[config.mk]
export PLATFORM = sky130hd
export DESIGN_NAME = ssp_ctrl
export DESIGN_NICKNAME = d
export VERILOG_FILES = /design/src/rtl/ssp_pkg.sv /design/src/rtl/ssp_ctrl.sv
export VERILOG_INCLUDE_DIRS = /design/src /design/src/rtl
export SDC_FILE = /design/constraint.sdc
export NUM_CORES = 1
export LEC_CHECK = 0
export BUFFER_PORTS_ARGS = -buffer_cell sky130_fd_sc_hd__buf_4
export CAP_MARGIN = 20
export CORE_AREA = 2 2 39 41
export DETAILED_ROUTE_END_ITERATION = 6
export DIE_AREA = 0 0 41 43
export PLACE_DENSITY = 0.56
export SLEW_MARGIN = 30
export SYNTH_ARGS = -nofsm -noshare
export SYNTH_HDL_FRONTEND = slang
export SYNTH_SLANG_ARGS = --single-unit
export TNS_END_PERCENT = 50
[constraint.sdc]
create_clock -name clock -period 1 [get_ports clock]
set_input_delay 0.05 -clock clock [delete_from_list [all_inputs] [get_ports clock]]
set_output_delay 0.05 -clock clock [all_outputs]
set_load 0.005 [all_outputs]
[src/rtl/single_source_shortest_paths_defines.svh]
`ifndef SINGLE_SOURCE_SHORTEST_PATHS_DEFINES_SVH
`define SINGLE_SOURCE_SHORTEST_PATHS_DEFINES_SVH

// check that holds in the same cycle as its condition
`define SSP_ASSERT_NOW(label, ante, cons, msg) \
   label: assert property (@(posedge clock) disable iff (reset) (ante) |-> (cons)) \
      else $error(msg);

// check that holds in the cycle after its condition
`define SSP_ASSERT_NEXT(label, ante, cons, msg) \
   label: assert property (@(posedge clock) disable iff (reset) (ante) |=> (cons)) \
      else $error(msg);

`endif

[src/rtl/ssp_pkg.sv]
`default_nettype none

package ssp_pkg;

   // fixed field widths
   localparam int VERT_BITS         = 6;
   localparam int MAX_VERTICES      = 64;
   localparam int NV_BITS           = $clog2(MAX_VERTICES + 1);
   localparam int DIST_BITS         = 32;
   localparam int CAND_BITS         = DIST_BITS + 1;
   localparam int IN_WEIGHT_BITS    = 16;
   localparam int WEIGHT_WIDE_BITS  = 32;
   localparam int CSR_INDEX_BITS    = 1;
   localparam int CSR_DATA_BITS     = 7;

   // register reset values
   localparam logic [NV_BITS-1:0]   VERTEX_COUNT_RESET = NV_BITS'(MAX_VERTICES);
   localparam logic [VERT_BITS-1:0] SOURCE_RESET       = '0;

   typedef enum logic [1:0] {
      OP_APPEND = 2'd0,
      OP_RUN    = 2'd1,
      OP_CLEAR  = 2'd2
   } opcode_type;

   typedef enum logic [CSR_INDEX_BITS-1:0] {
      CSR_VERTEX_COUNT  = 1'd0,
      CSR_SOURCE_VERTEX = 1'd1
   } csr_index_type;

   typedef enum logic [2:0] {
      ST_IDLE,
      ST_FETCH,
      ST_DREAD,
      ST_RELAX,
      ST_EMIT_RD,
      ST_EMIT_LOAD
   } ctrl_state_type;

   typedef struct packed {
      logic [1:0]                       opcode;
      logic [VERT_BITS-1:0]             edge_from;
      logic [VERT_BITS-1:0]             edge_to;
      logic signed [IN_WEIGHT_BITS-1:0] edge_weight_in;
   } req_payload_type;

   typedef struct packed {
      logic [VERT_BITS-1:0]        vertex_index;
      logic signed [DIST_BITS-1:0] distance;
      logic                        reachable;
      logic                        negative_cycle;
      logic                        edge_overflow;
      logic                        last;
   } rsp_payload_type;

   // controller to datapath
   typedef struct packed {
      logic append;
      logic clear;
      logic run_start;
      logic edge_fetch;
      logic dist_read;
      logic relax;
      logic edge_next;
      logic pass_next;
      logic emit_read;
      logic emit_load;
   } dp_cmd_type;

   // datapath to controller
   typedef struct packed {
      logic edge_empty;
      logic edge_last;
      logic check_pass;
      logic vertex_last;
      logic out_free;
   } dp_status_type;

endpackage

`default_nettype wire

[src/rtl/ssp_ctrl.sv]
`default_nettype none
`include "single_source_shortest_paths_defines.svh"

module ssp_ctrl
   import ssp_pkg::*;
(
   input  wire logic          clock,
   input  wire logic          reset,
   input  wire logic          req_valid,
   input  wire logic [1:0]    req_opcode,
   output logic               req_ready,
   input  dp_status_type      status,
   output dp_cmd_type         cmd
);

   ctrl_state_type state_ff;
   ctrl_state_type state_in;

   // state register
   always_ff @(posedge clock) begin
      if (reset) begin
         state_ff <= ST_IDLE;
      end else begin
         state_ff <= state_in;
      end
   end

   // next state and commands
   always_comb begin
      state_in  = state_ff;
      cmd       = '0;
      req_ready = 1'b0;
      case (state_ff)
         ST_IDLE: begin
            req_ready = 1'b1;
            if (req_valid) begin
               case (req_opcode)
                  OP_APPEND: begin
                     cmd.append = 1'b1;
                  end
                  OP_RUN: begin
                     cmd.run_start = 1'b1;
                     state_in      = ST_FETCH;
                  end
                  OP_CLEAR: begin
                     cmd.clear = 1'b1;
                  end
                  default: begin
                  end
               endcase
            end
         end
         ST_FETCH: begin
            if (status.edge_empty) begin
               state_in = ST_EMIT_RD;
            end else begin
               cmd.edge_fetch = 1'b1;
               state_in       = ST_DREAD;
            end
         end
         ST_DREAD: begin
            cmd.dist_read = 1'b1;
            state_in      = ST_RELAX;
         end
         ST_RELAX: begin
            cmd.relax = 1'b1;
            if (status.edge_last) begin
               cmd.pass_next = 1'b1;
               state_in      = status.check_pass ? ST_EMIT_RD : ST_FETCH;
            end else begin
               cmd.edge_next = 1'b1;
               state_in      = ST_DREAD;
            end
         end
         ST_EMIT_RD: begin
            cmd.emit_read = 1'b1;
            state_in      = ST_EMIT_LOAD;
         end
         ST_EMIT_LOAD: begin
            if (status.out_free) begin
               cmd.emit_load = 1'b1;
               state_in      = status.vertex_last ? ST_IDLE : ST_EMIT_RD;
            end
         end
         default: begin
            state_in = ST_IDLE;
         end
      endcase
   end

   // checks
   `SSP_ASSERT_NEXT(a_run_starts_search, state_ff == ST_IDLE && req_valid && req_opcode == OP_RUN, state_ff == ST_FETCH, "run transfer did not start the search")
   `SSP_ASSERT_NOW(a_load_needs_room, cmd.emit_load, status.out_free, "result loaded over a pending transfer")
   `SSP_ASSERT_NEXT(a_relax_walks_on, state_ff == ST_RELAX && !status.edge_last, state_ff == ST_DREAD, "edge walk stopped early")

endmodule

`default_nettype wire

==> impl_results.md, run 1 <==
- Run status: complete, but fails checks
- Violations in the final reports: setup timing
- Maximum achievable frequency: 0.784 GHz
- Count of H-tree levels built during CTS: 1
- Worst max-slew margin expressed relative to the limit: 82.9%
- Required time at the endpoint of the critical path: 950 ps
- Biggest cell delay along the critical path: 370 ps
- Internal power: 409 uW
- Drt first-iter violations: 2
- Worst R2R Path Depth: 4
- Routability Congestion: 0.724
- Post-DR vias/cell: ~4.6
- I/O pins: 21
- FP Rows: 14
- Worst min-delay path category: in -> reg
- Cell with the biggest individual delay on the critical path: sky130_fd_sc_hd__dfxtp_4
- Starting density of the core: between 10% and 20%
- Yosys top cell by area: sky130_fd_sc_hd__dfxtp_1
- CTS tree: done
- Largest registers in the final layout: state_ff x3
- Sort of element at the start of the critical path: flop
- P_leak: 0.000259 uW
- Post-Syn Instances: 32
- Setup repair after global routing missed its margin: true
- Endpoint kind of the worst setup timing path: output pin
- Switching power summed over all nets: 157 uW
- Share of post-route cells with drive strength above 1: 65.6%
- Remaining global-route overflow: 0
- Number of setup violations in the final report: 14
- Transition time of the tightest slew-check pin: roughly 260 ps
- Nets: 72
- I/O Buffers: 20
- # placed instances: 70
- Top register by number of flip-flops: state_ff
- Via count of the first global-routing pass: 311
- All-layer global routing usage: between 10 and 15%
- Die height: 43 um
- Worst-case register-to-register setup slack: -50 ps
- Final core utilization: 38.8%
- Vias after detailed routing: 356
- Minimum setup slack in the final design: -275 ps
- Dpl hpwl: 610 um
- Area growth from synthesis to layout: 110%
- Maximum fanout along the worst path: 8
- Fraction of registers with async set or reset after synthesis: 0%
- Flip-flop and latch count after synthesis: 3
- Number of flip-flops under the largest register name: 3
- Synthesis warning total: 0
- Final critical path time including I/O delays and setup: 1270 ps
- Post-synthesis cell type count: 24
- Net Sw Frac: 27.7%
- Post-place setup slack: -47.7 ps
- Crit path buf inv count: 2
- Number of cells in the finished layout apart from fillers: 77
- Post-route ant nets: 0
- Number of detailed-routing iterations run before antenna repair: 2
- Crit path cell chain: nor3_4 -> buf_6 -> and4bb_2 -> buf_4
- Post-synthesis area per instance: ~8 sq um
- Worst setup path category: reg -> out
- Total die area: 1760 sq um
- Commonest cells in the netlist: sky130_fd_sc_hd__nor2_1 (4), sky130_fd_sc_hd__dfxtp_1 (3), sky130_fd_sc_hd__nor2b_1 (3)
- Final worst-path cycle share: 127%
- Final slew viol count: 0
- Max_cap viols: 0
- Area share of the largest cell type after synthesis: 23.5%
- Worst setup endpoint: cmd[9]
- Avg WL per Cell: 10.9 um
- Worst r2r src: state_ff[1]
- Maximum number of pins on one net before global-route repair: 9
- Buffer depth of the longest clock path: 2
- Peak supply drop: 0.332 mV
- Synth area leaders: sky130_fd_sc_hd__dfxtp_1 (24%), sky130_fd_sc_hd__nor2b_1 (7.4%), sky130_fd_sc_hd__nor2_1 (5.9%), sky130_fd_sc_hd__and3_1 (4.9%), sky130_fd_sc_hd__and4bb_2 (4.9%)
- Worst skew pair latency: 230 ps
- Launching instance or port of the critical path: state_ff[2]
- Root cell of the clock tree: sky130_fd_sc_hd__clkbuf_4
- Netlist Area Pre-Place: between 200 and 300 sq um
- Largest clock skew in the final design: 2.89 ps
- Wire length of the first global-routing pass: 1260 um
- Number of remaining DRC errors: 0
- Syn nets: 42
- Worst path depth: 4
- Total inserted antenna cells: 0
- Relative contribution of combinational cells to total power: 36.3%
- Worst-case hold slack: ~77 ps
- Endpoint of the worst-slack reg-to-reg timing path: state_ff[0]
- Final hold violations: 0
- Clock sink count: 3
- CP arrival: 1220 ps
- Share of power burned in the clock network: 37.8%
- Cts bufs inserted: 3
- Most repeated cell in the gate-level netlist after synthesis: sky130_fd_sc_hd__nor2_1
- Main synth FF type: sky130_fd_sc_hd__dfxtp_1
- Worst-path clk slew: roughly 40 ps
- Reg power frac: 25.9%
- Detailed-route wire length: 842 um
- Placeable Area: 1380 sq um
- Power Density: 1050 nW/um^2
- Antenna violations before repair: 0
- Share of synthesized area occupied by flip-flops and latches: 23.5%
- Crit path max-delay family: simple AND/OR/NAND/NOR gates
- Count of flip-flops with a built-in enable after synthesis: 0
- Die width: 41 um
==> power groups by stage <==
stage               Combinational [uW]  Clock (uW)  Sequential (uW)
floorplan                         70.2           0              142
global placement                   162           0              148
detailed placement                 162           0              148
CTS                                198         223              146
global route                       224         233              149
finish                             205         214              146
==> worst min path at each step <==
stage / cells past startpoint / slack [ps] / startpoint / endpoint
6_report: 3 / 80 / status[2] / state_ff[2]
3_3_place_gp: 2 / 240 / reset / state_ff[1]
3_5_place_dp: 2 / 240 / reset / state_ff[1]
2_1_floorplan: 1 / 110 / reset / state_ff[1]
4_1_cts: 3 / 70 / status[2] / state_ff[2]
5_1_grt: 3 / 90 / status[2] / state_ff[2]
==> logic make-up after synthesis <==
kind of cell / synth area share, %
AOI/OAI and AO/OA: 20.1
and+or+nand+nor: 52.9
buffers and inverters: 3.43
DFF: 23.5
==> worst register-to-register path, stage by stage (launching register included) <==
cell                       delay (ps)
sky130_fd_sc_hd__dfxtp_4          380
sky130_fd_sc_hd__buf_4            130
sky130_fd_sc_hd__nand2b_1          90
sky130_fd_sc_hd__o31a_1           260
sky130_fd_sc_hd__o21ai_1          110
==> placed cells by master, fill, tap and decap left out, drive strengths merged, types with 2 or more instances in the layout <==
cell type,synthesis,final
and3,3,3
o21ai,2,2
nor2b,3,3
nor3,2,2
dfxtp,3,3
buf,1,25
clkbuf,0,4
nor2,4,4
==> what timing repair did <==
action | 4_1_cts | 5_1_grt
buffers inserted | 2 | 0
hold buffers | 1 | 0
hold endpoints to repair | 1 | 0
pin swaps | 2 | 1
gates resized for setup | 8 | 3
setup endpoints to repair | 14 | 14
==> cell type report <==
type / count / area (sq um)
fillers: 155 / 847
inverters: 1 / 3.75
multi-input cells: 27 / 210
clock buffers: 4 / 26.3
flip-flops and latches: 3 / 71.3
repair buffers: 26 / 205
well taps: 16 / 20.0
==> metrics by stage <==
step                      total power [uW]  TNS (ps)  area (sq um)
after global placement                 310      -234           445
after detailed placement               310      -148           445
after floorplan                        212         0           258
after global routing                   607     -2980           537
final                                  565     -2050           537
after CTS                              567     -2230           528
==> routing by layer <==
layer	GRT usage [%]	vias up	part of all wire, %
met4	12.0	0	1.8
li1	-	181	-
met3	3.14	2	7.4
met2	13.8	18	46
met5	0	-	0
met1	14.7	155	44
(Power assumes the default switching activity.)
==> run 2: changes to the inputs <==
--- a/config.mk
+++ b/config.mk
@@ -9,6 +9,7 @@
 export BUFFER_PORTS_ARGS = -buffer_cell sky130_fd_sc_hd__buf_4
 export CAP_MARGIN = 20
 export CORE_AREA = 2 2 39 41
+export CTS_BUF_LIST = sky130_fd_sc_hd__clkbuf_8
 export DETAILED_ROUTE_END_ITERATION = 6
 export DIE_AREA = 0 0 41 43
 export PLACE_DENSITY = 0.56
==> impl_results.md, run 2 (synthesis results as in run 1) <==
- Run status: complete, but fails checks
- Violations in the final reports: setup timing
- Buffer depth of the longest clock path: 2
- Sort of element at the start of the critical path: flop
- Worst setup path category: reg -> out
- Worst max-slew margin expressed relative to the limit: a little over 80%
- Endpoint of the worst-slack reg-to-reg timing path: state_ff[0]
- Antenna violations before repair: 0
- Root cell of the clock tree: sky130_fd_sc_hd__clkbuf_8
- Maximum achievable frequency: 0.792 GHz
- Final worst-path cycle share: 126%
- Crit path max-delay family: simple AND/OR/NAND/NOR gates
- Total of hold buffers inserted after clock tree synthesis: 0
- Post-place setup slack: -47.7 ps
- Worst-case register-to-register setup slack: -60 ps
- Worst-path clk slew: 30 ps
- Crit path buf inv count: 2
- Number of detailed-routing iterations run before antenna repair: 4
- Minimum setup slack in the final design: -263 ps
- Largest registers in the final layout: state_ff x3
- Drt first-iter violations: 2
- Biggest cell delay along the critical path: 360 ps
- Internal power: between 500 and 600 uW
- Via count of the first global-routing pass: roughly 300
- Number of flip-flops under the largest register name: 3
- Die height: 43 um
- Wire length of the first global-routing pass: 1240 um
- Setup repair after global routing missed its margin: true
- Worst r2r src: state_ff[1]
- Avg WL per Cell: 10.8 um
- Routed wl met3: 68 um
- Final hold violations: 0
- Area growth from synthesis to layout: 112%
- Routed metal-1 wirelength: 372 um
- Endpoint kind of the worst setup timing path: output pin
- All-layer global routing usage: 11.0%
- Final slew viol count: 0
- Reg power frac: 21.5%
- CTS tree: done
- Worst Hold Launch: reset
- Power Density: 1260 nW/um^2
- Maximum fanout along the worst path: 6
- Clock sink count: 3
- Endpoint of the worst hold path: state_ff[1]
- Post-route ant nets: 0
- Post-DR vias/cell: ~4.6
- Total die area: between 1500 and 2000 sq um
- Starting density of the core: between 10% and 20%
- Share of power burned in the clock network: 49.1%
- Worst skew pair latency: about 210 ps
- Commonest cells after routing, fill and taps aside: sky130_fd_sc_hd__buf_4 (23), sky130_fd_sc_hd__nor2b_1 (3), sky130_fd_sc_hd__nor2_1 (3), sky130_fd_sc_hd__clkbuf_8 (3)
- Met2 wire length: 359 um
- Dpl hpwl: 610 um
- Required time at the endpoint of the critical path: between 900 and 1000 ps
- Topmost layer with routed signal wires: met4
- Count of H-tree levels built during CTS: 1
- Placeable Area: 1380 sq um
- Number of remaining DRC errors: 0
- Final critical path time including I/O delays and setup: 1260 ps
- Cell with the biggest individual delay on the critical path: sky130_fd_sc_hd__dfxtp_4
- Most common cell after layout, fill and taps aside: sky130_fd_sc_hd__buf_4
- I/O Buffers: 20
- Detailed-route wire length: roughly 820 um
- Maximum number of pins on one net before global-route repair: 9
- Hold depth: 2
- Total inserted antenna cells: 0
- Routability Congestion: 0.724
- Net Sw Frac: 24.2%
- Fill cell count: 155
- Top register by number of flip-flops: state_ff
- CP arrival: 1210 ps
- Crit path cell chain: nor3_4 -> buf_6 -> and4bb_2 -> buf_4
- Vias after detailed routing: 350
- Max_cap viols: 0
- P_leak: 0.000266 uW
- Number of cells in the finished layout apart from fillers: 76
- Peak supply drop: 0.650 mV
- # placed instances: 70
- Nets: 71
- Relative contribution of combinational cells to total power: 29.4%
- Share of post-route cells with drive strength above 1: 65.0%
- Largest clock skew in the final design: 0.0345 ps
- Transition time of the tightest slew-check pin: 253 ps
- Cts bufs inserted: 3
- Switching power summed over all nets: 165 uW
- Post-route total power: around 680 uW
- I/O pins: 21
- FP Rows: 14
- Worst R2R Path Depth: 4
- Remaining global-route overflow: 0
- Worst min-delay path category: in -> reg
- Die width: 41 um
- Number of setup violations in the final report: 14
==> run 2: cell count changes in the layout (fill, tap and decap cells not counted) <==
cell                            delta
sky130_fd_sc_hd__clkbuf_1          -1
sky130_fd_sc_hd__clkbuf_4          -3
sky130_fd_sc_hd__clkbuf_8          +3
sky130_fd_sc_hd__dfxtp_2           +1
sky130_fd_sc_hd__dfxtp_4           -1
sky130_fd_sc_hd__dlygate4sd3_1     -1
sky130_fd_sc_hd__inv_1             +1
sky130_fd_sc_hd__nor2b_1           +1
sky130_fd_sc_hd__nor2b_2           -1
==> run 2: how the worst max path moves through the flow <==
stage / start / to / slack, ps / cells after the start
after floorplan: state_ff[1] / state_ff[2] / 3 / 4
after global placement: state_ff[0] / state_ff[1] / -50 / 3
after detailed placement: state_ff[2] / cmd[9] / -50 / 4
after CTS: state_ff[1] / cmd[9] / -270 / 4
after global routing: state_ff[1] / cmd[9] / -300 / 4
final: state_ff[1] / cmd[9] / -260 / 4
==> run 2: what timing repair did <==
action,in CTS,in global routing
pin swaps,3,0
setup endpoints to repair,14,14
setup buffers,2,0
resized for setup,7,2
==> run 2: worst register-to-register path: stages, from the launching register on <==
cell and delay (ps):
sky130_fd_sc_hd__dfxtp_4 370, sky130_fd_sc_hd__buf_4 130, sky130_fd_sc_hd__nand2b_1 90, sky130_fd_sc_hd__o31a_1 260
sky130_fd_sc_hd__o21ai_1 120
==> run 2: layout make-up <==
| cell class | instances | area [sq um] | area share (%) |
|---|---|---|---|
| repair buffers | 25 | 195 | 36.1 |
| flip-flops and latches | 3 | 68.8 | 12.7 |
| clock buffers | 3 | 41.3 | 7.64 |
| inverters | 1 | 3.75 | 0.694 |
| multi-input cells | 27 | 208 | 38.4 |
| clock inverters | 1 | 3.75 | 0.694 |
| well taps | 16 | 20.0 | 3.70 |
==> run 2: power by group through the flow <==
| stage | Sequential [uW] | Combinational, uW | Clock [uW] |
|---|---|---|---|
| after detailed placement | 148 | 162 | 0 |
| after floorplan | 142 | 70.2 | 0 |
| final | 146 | 200 | 334 |
| after CTS | 146 | 193 | 343 |
| after global routing | 149 | 220 | 354 |
| after global placement | 148 | 162 | 0 |
==> run 2: metrics by stage <==
step | hold slack [ps] | utilization [%] | TNS, ps | instance area, sq um
after floorplan | 115 | - | 0 | 258
after global placement | 237 | 32.2 | -234 | 445
after detailed placement | 241 | 32.2 | -148 | 445
after CTS | 17.2 | 38.6 | -1900 | 534
after global routing | 25.5 | 39.1 | -2850 | 541
final | 18.4 | 39.1 | -1900 | 541
==> run 2: metal layers <==
| metal | up-vias | track usage, % |
|---|---|---|
| met5 | - | 0 |
| met4 | 0 | 10.0 |
| met3 | 2 | 3.14 |
| met2 | 20 | 13.1 |
| met1 | 149 | 15.0 |
| li1 | 179 | - |
==> run 3: changes to the inputs <==
--- a/config.mk
+++ b/config.mk
@@ -10,9 +10,9 @@
 export CAP_MARGIN = 20
 export CORE_AREA = 2 2 39 41
 export CTS_BUF_LIST = sky130_fd_sc_hd__clkbuf_8
+export CTS_CLUSTER_DIAMETER = 40
 export DETAILED_ROUTE_END_ITERATION = 6
 export DIE_AREA = 0 0 41 43
-export PLACE_DENSITY = 0.56
 export SLEW_MARGIN = 30
 export SYNTH_ARGS = -nofsm -noshare
 export SYNTH_HDL_FRONTEND = slang
==> impl_results.md, run 3 (synthesis results as in run 1) <==
- P_leak: 0.000265 uW
- Post-route design area: 556 sq um
- Largest clock skew in the final design: ~1.4 ps
- Peak supply drop: 0.570 mV
- Final worst-path cycle share: 118%
- Worst-path clk slew: approximately 30 ps
- # placed instances: 69
- CP arrival: 1130 ps
- Endpoint of the worst-slack reg-to-reg timing path: state_ff[2]
- Antenna violations before repair: 0
- Total of hold buffers inserted after clock tree synthesis: 0
- Cts bufs inserted: 3
- Number of detailed-routing iterations run before antenna repair: 2
- Buffer depth of the longest clock path: 2
- Violations in the final reports: setup timing
- Die height: between 40 and 50 um
- Minimum setup slack in the final design: -177 ps
- Area taken by multi-input logic gates: 224 sq um
- Number of setup violations in the final report: 13
- I/O Buffers: 20
- Setup total negative slack: -1490 ps
- Worst R2R Path Depth: 5
- Count of H-tree levels built during CTS: 1
- Maximum achievable frequency: 0.849 GHz
- Setup repair after global routing missed its margin: true
- Detailed-route wire length: ~840 um
- FP Rows: 14
- Number of cells in the finished layout apart from fillers: 75
- Post-route ant nets: 0
- Maximum fanout along the worst path: 5
- Routability Congestion: 0.757
- Total die area: 1760 sq um
- Most common cell after layout, fill and taps aside: sky130_fd_sc_hd__buf_4
- Worst min-delay path category: in -> reg
- Top register by number of flip-flops: state_ff
- Endpoint kind of the worst setup timing path: output pin
- All-layer global routing usage: 11.5%
- Area post-placement: around 440 sq um
- Worst skew pair latency: 220 ps
- Number of remaining DRC errors: 0
- Final critical path time including I/O delays and setup: 1180 ps
- CTS tree: done
- Worst max-slew margin expressed relative to the limit: 82.6%
- Final hold violations: 0
- Max_cap viols: 0
- Worst setup path category: reg -> out
- Root cell of the clock tree: sky130_fd_sc_hd__clkbuf_8
- Share of post-route cells with drive strength above 1: 71.2%
- Commonest cells after routing, fill and taps aside: sky130_fd_sc_hd__buf_4 (21), sky130_fd_sc_hd__nor2_1 (3), sky130_fd_sc_hd__clkbuf_8 (3), sky130_fd_sc_hd__buf_6 (3), sky130_fd_sc_hd__dfxtp_4 (3)
- Power Density: 1220 nW/um^2
- Clock sink count: 3
- I/O pins: 21
- Worst-case register-to-register setup slack: -140 ps
- Final slew viol count: 0
- Post-DR vias/cell: 4.85
- Vias after detailed routing: 364
- Nets: 70
- Remaining global-route overflow: 0
- Area growth from synthesis to layout: 118%
- Avg WL per Cell: 11.2 um
- Worst r2r src: state_ff[0]
- Sort of element at the start of the critical path: flop
- Worst setup endpoint: cmd[9]
- Number of flip-flops under the largest register name: 3
- Die width: about 41 um
- Wire length of the first global-routing pass: 1290 um
- Run status: complete, but fails checks
- Dpl hpwl: 598 um
- Launching instance or port of the critical path: state_ff[0]
- Placeable Area: 1380 sq um
- Largest registers in the final layout: state_ff x3
- Fill cell count: 140
- Via count of the first global-routing pass: approximately 340
- Total inserted antenna cells: 0
- Starting density of the core: 18.4%
- Maximum number of pins on one net before global-route repair: 9
- Transition time of the tightest slew-check pin: about 260 ps
- Drt first-iter violations: 1
- Area used by sequential logic in the layout: 71.3 sq um
- Required time at the endpoint of the critical path: between 900 and 1000 ps
==> run 3: cell count changes in the layout (fill, tap and decap cells not counted), sizes merged <==
| cell | delta |
|---|---|
| buf | -1 |
==> run 3: layer usage <==
layer | wire (um) | track usage, %
met1 | 353 | 13.2
met2 | 397 | 15.0
met3 | 65 | 3.66
met4 | 26 | 12.0
met5 | 0 | 0
==> run 3: metrics by stage <==
step           hold slack, ps  total power (uW)  setup WS, ps  utilization, %
2_1_floorplan             115               212          3.18               -
6_report                 10.8               677          -177            40.1
3_3_place_gp              230               298         -61.1            31.6
4_1_cts                  5.90               671          -192            37.6
5_1_grt                  11.8               724          -231            40.1
3_5_place_dp              233               299         -72.0            31.6
==> run 3: how the worst min path moves through the flow <==
stage,end,start,depth (start not counted)
after floorplan,state_ff[1],reset,1
after global placement,state_ff[1],reset,2
after detailed placement,state_ff[1],reset,2
after CTS,state_ff[1],reset,2
after global routing,state_ff[1],reset,2
final,state_ff[1],reset,2
==> run 3: area by class of cell <==
| cell class | instances | share of cell area, % |
|---|---|---|
| clock inverters | 1 | 0.676 |
| flip-flops and latches | 3 | 12.8 |
| well taps | 16 | 3.60 |
| inverters | 1 | 0.676 |
| clock buffers | 3 | 7.43 |
| multi-input cells | 27 | 40.3 |
| repair buffers | 24 | 34.5 |
==> run 3: where the power goes <==
group	switching, uW	internal, uW
clock network	81.2	261
registers	20.5	128
logic	68.4	117
==> run 3: timing repair <==
action	in CTS	in global routing
setup endpoints to repair	14	14
gates cloned	0	0
resized for setup	9	8
pin swaps	2	3
setup buffers	1	1
==> run 3: worst max-delay path: stages, from the launching register on <==
cell and delay [ps]:
sky130_fd_sc_hd__dfxtp_4 360, sky130_fd_sc_hd__nor3_4 220, sky130_fd_sc_hd__and4bb_2 240, sky130_fd_sc_hd__buf_4 100
